==> config.mk <==
export PLATFORM = sky130hd
export DESIGN_NAME = ste_cell
export DESIGN_NICKNAME = d
export VERILOG_FILES = /design/src/ste_pkg.sv /design/src/ste_cell.sv
export SDC_FILE = /design/constraint.sdc
export NUM_CORES = 1
export LEC_CHECK = 0
export ABC_AREA = 1
export BUFFER_PORTS_ARGS = -buffer_cell sky130_fd_sc_hd__buf_2
export CAP_MARGIN = 20
export CORE_MARGIN = 5
export CORE_UTILIZATION = 36
export CTS_CLUSTER_DIAMETER = 100
export DETAILED_ROUTE_END_ITERATION = 8
export MAX_ROUTING_LAYER = met4
export PLACE_DENSITY = 0.72
export RECOVER_POWER = 100
export SKIP_LAST_GASP = 1
export SYNTH_ARGS = -nofsm -noshare
export SYNTH_HDL_FRONTEND = slang
export SYNTH_SLANG_ARGS = --single-unit
==> constraint.sdc <==
create_clock -name clk -period 3.1 [get_ports clk]
set_clock_uncertainty 0.1 [all_clocks]
set_input_delay 0.31 -clock clk [delete_from_list [all_inputs] [get_ports clk]]
set_output_delay 0.31 -clock clk [all_outputs]
set_load 0.05 [all_outputs]
==> src/ste_pkg.sv <==
package ste_pkg;

  // Default sizes of the table.
  localparam int DEPTH_DEF     = 64;
  localparam int KEY_WIDTH_DEF = 32;

  // Request kinds.
  typedef enum logic [1:0] {
    OP_INSERT = 2'd0,
    OP_FIND   = 2'd1,
    OP_DELETE = 2'd2,
    OP_DUMP   = 2'd3
  } op_t;

  // Result status codes.
  typedef enum logic [1:0] {
    ST_OK        = 2'd0,
    ST_FULL      = 2'd1,
    ST_BAD_POS   = 2'd2,
    ST_NOT_FOUND = 2'd3
  } status_t;

  // Sequencer states.
  typedef enum logic [1:0] {
    S_IDLE = 2'd0,
    S_WAVE = 2'd1,
    S_DUMP = 2'd2
  } state_t;

  // One request beat.
  typedef struct packed {
    logic [1:0]  mode;
    logic [31:0] key;
    logic [5:0]  position;
  } req_t;

  // One result beat.
  typedef struct packed {
    logic [1:0]  status;
    logic [6:0]  index;
    logic [31:0] entry_value;
    logic [6:0]  count;
    logic        last;
  } rsp_t;

  // Controls broadcast from the sequencer to every cell.
  typedef struct packed {
    logic rotate;   // whole row shifts toward cell 0, cell 0 wraps to the end
    logic del;      // cells at or past the delete position take their right neighbor
    logic insert;   // a travelling token is an insert (else a find)
    logic sorted;   // ordered insert
  } ctl_t;

endpackage

==> src/ste_cell.sv <==
module ste_cell #(
  parameter int KEY_WIDTH = ste_pkg::KEY_WIDTH_DEF,
  parameter int DEPTH     = ste_pkg::DEPTH_DEF,
  parameter int IDX       = 0
) (
  input  logic                             clk,
  input  logic                             rst,
  input  ste_pkg::ctl_t                    ctl,
  input  logic [$clog2(DEPTH+1)-1:0]       count,
  input  logic [$clog2(DEPTH+1)-1:0]       del_pos,
  input  logic [KEY_WIDTH-1:0]             right_data,
  input  logic                             tok_in,
  input  logic                             hit_in,
  input  logic [$clog2(DEPTH+1)-1:0]       idx_in,
  input  logic [KEY_WIDTH-1:0]             carry_in,
  output logic [KEY_WIDTH-1:0]             data_out,
  output logic                             tok_out,
  output logic                             hit_out,
  output logic [$clog2(DEPTH+1)-1:0]       idx_out,
  output logic [KEY_WIDTH-1:0]             carry_out
);

  localparam int CW = $clog2(DEPTH+1);
  localparam logic [CW-1:0] MY_IDX = CW'(IDX);

  logic [KEY_WIDTH-1:0] data;
  logic [KEY_WIDTH-1:0] data_next;
  logic                 tok;
  logic                 hit;
  logic                 hit_next;
  logic [CW-1:0]        idx;
  logic [CW-1:0]        idx_next;
  logic [KEY_WIDTH-1:0] carry;
  logic [KEY_WIDTH-1:0] carry_next;
  logic                 occupied;
  logic                 shift_left;

  assign occupied   = MY_IDX < count;
  assign shift_left = ctl.rotate | (ctl.del & (MY_IDX >= del_pos));

  // Cell update: left shift for delete and dump, otherwise the token decides.
  // An insert token swaps into the first occupied cell holding a larger key (in
  // ordered mode only) or else into the first free cell, and from then on pushes every entry right.
  always_comb begin
    data_next  = data;
    hit_next   = hit_in;
    idx_next   = idx_in;
    carry_next = carry_in;
    if (shift_left) begin
      data_next = right_data;
    end else if (tok_in) begin
      if (ctl.insert) begin
        if (hit_in) begin
          data_next  = carry_in;
          carry_next = data;
        end else if (!occupied || (ctl.sorted && (data > carry_in))) begin
          data_next  = carry_in;
          carry_next = data;
          hit_next   = 1'b1;
          idx_next   = MY_IDX;
        end
      end else if (!hit_in && occupied && (data == carry_in)) begin
        hit_next = 1'b1;
        idx_next = MY_IDX;
      end
    end
  end

  // Stored key.
  always_ff @(posedge clk) begin
    data <= data_next;
  end

  // Token stage handed to the right neighbor.
  always_ff @(posedge clk) begin
    if (rst) begin
      tok <= 1'b0;
    end else begin
      tok <= tok_in & ~shift_left;
    end
  end

  always_ff @(posedge clk) begin
    hit   <= hit_next;
    idx   <= idx_next;
    carry <= carry_next;
  end

  assign data_out  = data;
  assign tok_out   = tok;
  assign hit_out   = hit;
  assign idx_out   = idx;
  assign carry_out = carry;

endmodule

# Yosys cells after proc, flatten, opt, wreduce, memory -nomap -nowiden
# Cells that the tools add are included.
totals:
  memories: 0
  inputBits: 93
  mem_bits_rw: 0
  latchBits: 0
  ff_bits: 73
  romBits: 0
op_classes:
  n_mul: 0
  shifts: 0
  mux: 22
  n_reduce_logical: 10
  div: 0
  eq_ne: 1
  add_sub_neg: 0
  bitwise: 4
  magnitude_cmp: 3
op_table:
  columns: ["op", "n"]
  rows:
  - ["$mux W32", 10]
  - ["$mux W7", 6]
  - ["$eq A32 B32 Y1", 1]
  - ["$gt A32 B32 Y1", 1]
  - ["$ge A1 B7 Y1 const A", 1]
  - ["$lt A1 B7 Y1 const A", 1]
  - ["$mux W1", 6]
  - ["$reduce_bool A2 Y1", 2]
  - ["$logic_and A1 B1 Y1", 3]
  - ["$reduce_and A3 Y1", 1]
  - ["$reduce_bool A3 Y1", 1]
  - ["$and A1 B1 Y1", 2]
  - ["$logic_not A1 Y1", 2]
  - ["$logic_or A1 B1 Y1", 1]
  - ["$not A1 Y1", 1]
  - ["$or A1 B1 Y1", 1]

# Logic depth before layout (Yosys ltp)
logic_depth:
  ltp_word: 8
  depth_mapped: 20
  ltp_nobuf: 20

# Worst setup path before layout
# No wires, ideal clock.
synth_timing:
  path_kind: "reg-to-reg"
  startpoint: "reg data[11] (netlist: data_out[11])"
  endpoint: "reg data[0] (netlist: data_out[0]), enable pin"
  path_buffers: 0
  slack_ps: 211
  synth_period_minus_slack_ps: 2889
  setup_time_ps: 389
  stages_incl_launch_ff: 14
  t_required_ps: 2611
  arrival_time_ps: 2399
  cell_sequence: "edfxtp_1 ha_1 nand2_1 inv_2 nand3_2 nor3_2 nand2_1 nand2_1 nand2_2 nand2_2 nand2_2 nand3_4 nand2_1 nand2_1"
synth_via:
  elab_chain_len: 5
synth_rtl:
  columns: ["item", "line", "rtl"]
  rows:
  - ["start, declared", "ste_cell.sv:26", "logic [KEY_WIDTH-1:0] data;"]
  - ["start signal, assigned", "ste_cell.sv:71", "data <= data_next;"]
  - ["$gt A32 B32 Y1", "ste_cell.sv:56", "end else if (!occupied || (ctl.sorted && (data > carry_in))) begin"]
  - ["$logic_and A1 B1 Y1", "ste_cell.sv:56", null]
  - ["$logic_or A1 B1 Y1", "ste_cell.sv:56", null]
  - ["$reduce_bool A3 Y1 (no line)", null, null]
  - ["$reduce_and A3 Y1 (no line)", null, null]
# No other way between the ends.
# A chain may end at the register's enable or synchronous reset.

# Final worst setup path
layout_timing:
  startpoint: "reg data[11] (netlist: data_out[11])"
  endpoint: "reg data[1] (netlist: data_out[1]), enable pin"
# The elaborated chain is that of the path after synthesis.

==> impl_metrics.tcl <==
set metrics [dict create \
    run_status "finished clean" \
    final_cells 745 \
    syn-num-nets 560 \
    synth_seq_cells 73 \
    core_um2 10420 \
    die_area_um2 12910 \
    grt_max_degree 65 \
    maxSlewViolCount 0 \
    min_path_cells 3 \
    switching_power_uw 881.4 \
    ios 166 \
    wl_met2_mm 4.838 \
    grt_usage 0.1538 \
    clock-sinks 73 \
    comb_power_share 0.271 \
    mostFrequentLayoutCell "nand2_1" \
    final_area_um2 4792 \
    vias 3349 \
    ys_warn_count 0 \
    start_util 0.3712 \
    post-route-util 0.4601 \
    reg2reg_depth 14 \
    setup_ws_ns 0.5293 \
    whs_ns 0.04540 \
    crit_type "reg2reg" \
    worstPathMaxFanout 17 \
    dr_wl_met3_um 592 \
    drc_errors 0 \
    fp.dieW_um 113.6 \
    ys_types 25 \
    hpwl_mm 7.480 \
    gp_routability_congestion 0.7747 \
    syn_area_per_cell_um2 8.888 \
    num_rows 37 \
    place_area_um2 4816 \
    cts_buffer_depth 2 \
    wl_per_cell_um 12.80 \
    start_kind "register" \
    n_antenna_cell 0 \
    p_clk_frac 0.263 \
    port_buffers 165 \
    syn_area_um2 3866 \
    cp-end-kind "register" \
    layout-drive-gt1-share 0.2463 \
    required_ns 3.02 \
    rsz0062_at_grt "no" \
    cts.reportedPaths.clkPinSlew_ns 0.08 \
    cts_tree "done" \
    nets 729 \
    critPathArrivalTime_ns 2.50 \
    worstSkewPairLatency_ns 0.34 \
    tns_ns 0 \
    power.share.switching 0.3627 \
    h-tree-depth 3 \
    vdd_drop_max_mv 0.2080 \
    synth.yosys.seq_area_share 0.4608 \
    mostFrequentLayoutCells "nand2_1 (117), buf_2 (92), inv_1 (84), clkbuf_1 (77), dfxtp_1 (41)" \
    dp_cells 728 \
    wl_met1_mm 3.977 \
    pre_cts_slack_ns 0.6144 \
    period_share 0.8293 \
    power.internal_mw 1.549 \
    fmaxAchievable_mhz 389.0 \
    finalHoldViolCount 0 \
    area_growth_pct 23.95 \
    min_path_type "in2reg" \
    layout_min_cycle_time_ns 2.571 \
    synthCells 435 \
    grt-ovfl-total 0 \
    p_leak_nw 2.460 \
    powerDensity_nw_per_um2 507.1 \
    first_pass_iters 4 \
    cts_root_buf "clkbuf_8" \
    routed.top_layer "met4" \
    final_antenna_net_count 0 \
    power.total_mw 2.430 \
    setup_viol 0 \
    wl_mm 9.533 \
    maxCapViolations 0 \
    grt_first_pass_wirelength_mm 15.75 \
    seqPwrFrac 0.466 \
    drt_iter0_drc 128 \
    fp.dieH_um 113.6 \
    via_per_inst 4.495 \
    reg2reg_slack_ns 0.53 \
    maxSlewHeadroom 0.3618 \
    tightest_slew_ns 0.9550 \
    numCtsBuffers 9 \
    first_global_vias 3427 \
    antenna_found_initial 0 \
]
## cells by family after synthesis
| logic type | synth area share |
|---|---|
| AO/OA/AOI/OAI | 0.1405 |
| buffers and inverters | 0.1081 |
| AND/OR/NAND/NOR | 0.1871 |
| adder cells (fa/ha/maj) | 0.1036 |
| flip-flops | 0.4608 |
## registers in the layout, indices dropped and copies added (netlist names)
| signal | cells |
|---|---|
| idx_out | 7 |
| hit_out | 1 |
| tok_out | 1 |
| carry_out | 32 |
| data_out | 32 |
## worst max-delay path, cell delays in order, from the launching register on
cell      delay [ns]
edfxtp_1        0.42
ha_1            0.32
nand2_1         0.05
inv_1           0.06
nand3_1         0.07
nor3_1          0.33
nand2_1         0.11
nand2_1         0.09
nand2_2         0.04
nand2_1         0.06
nand2_1         0.09
nand3_4         0.09
nand2_1         0.05
nand2_1         0.07
buf_4           0.28
## layout make-up
cell class / instances / area, um^2
Fill cell: 1103 / 5624
Sequential cell: 73 / 1782
Multi-Input combinational cell: 264 / 1575
Timing Repair Buffer: 171 / 790.8
Inverter: 85 / 319.1
Tap cell: 136 / 170.2
Clock buffer: 12 / 135.1
Clock inverter: 4 / 20.02
## synth_stat cells, drive strengths merged
cell	instances	share of area
nand3	9	0.021
inv	84	0.082
nor3	5	0.0091
clkbuf	3	0.0029
nor2	11	0.013
o21a	2	0.0039
dfxtp	41	0.21
a21oi	15	0.019
ha	32	0.10
nor4	2	0.0032
edfxtp	32	0.25
o21ai	65	0.12
a21o	1	0.0019
nand4	1	0.0032
clkinv	1	0.00097
buf	10	0.023
nand2	121	0.14
## layer usage
metal  up-vias  track usage
li1       1719            -
met1      1524       0.1755
met2        95       0.2658
met3        11      0.03342
met4         0      0.05449
met5         -            -
## repair_timing
item,4_1_cts,5_1_grt
resized for setup,0,0
hold buffers,1,0
setup buffers,0,0
endpoints found under the hold margin,1,0
## final timing paths
kind | startpoint | to
setup reg to reg | data_out[11] | data_out[1]
setup / recovery | data_out[11] | data_out[1]
hold reg to reg | data_out[0] | carry_out[0]
hold / removal | idx_in[4] | idx_out[4]
## power by group through the flow
stage	clock network (mW)	logic, mW	registers [mW]
floorplan	0	0.243	1.41
global placement	0	0.694	1.15
detailed placement	0	0.704	1.15
CTS	0.662	0.708	1.13
global route	0.708	0.727	1.14
finish	0.639	0.658	1.13
Power figures use the tool's default switching activity.
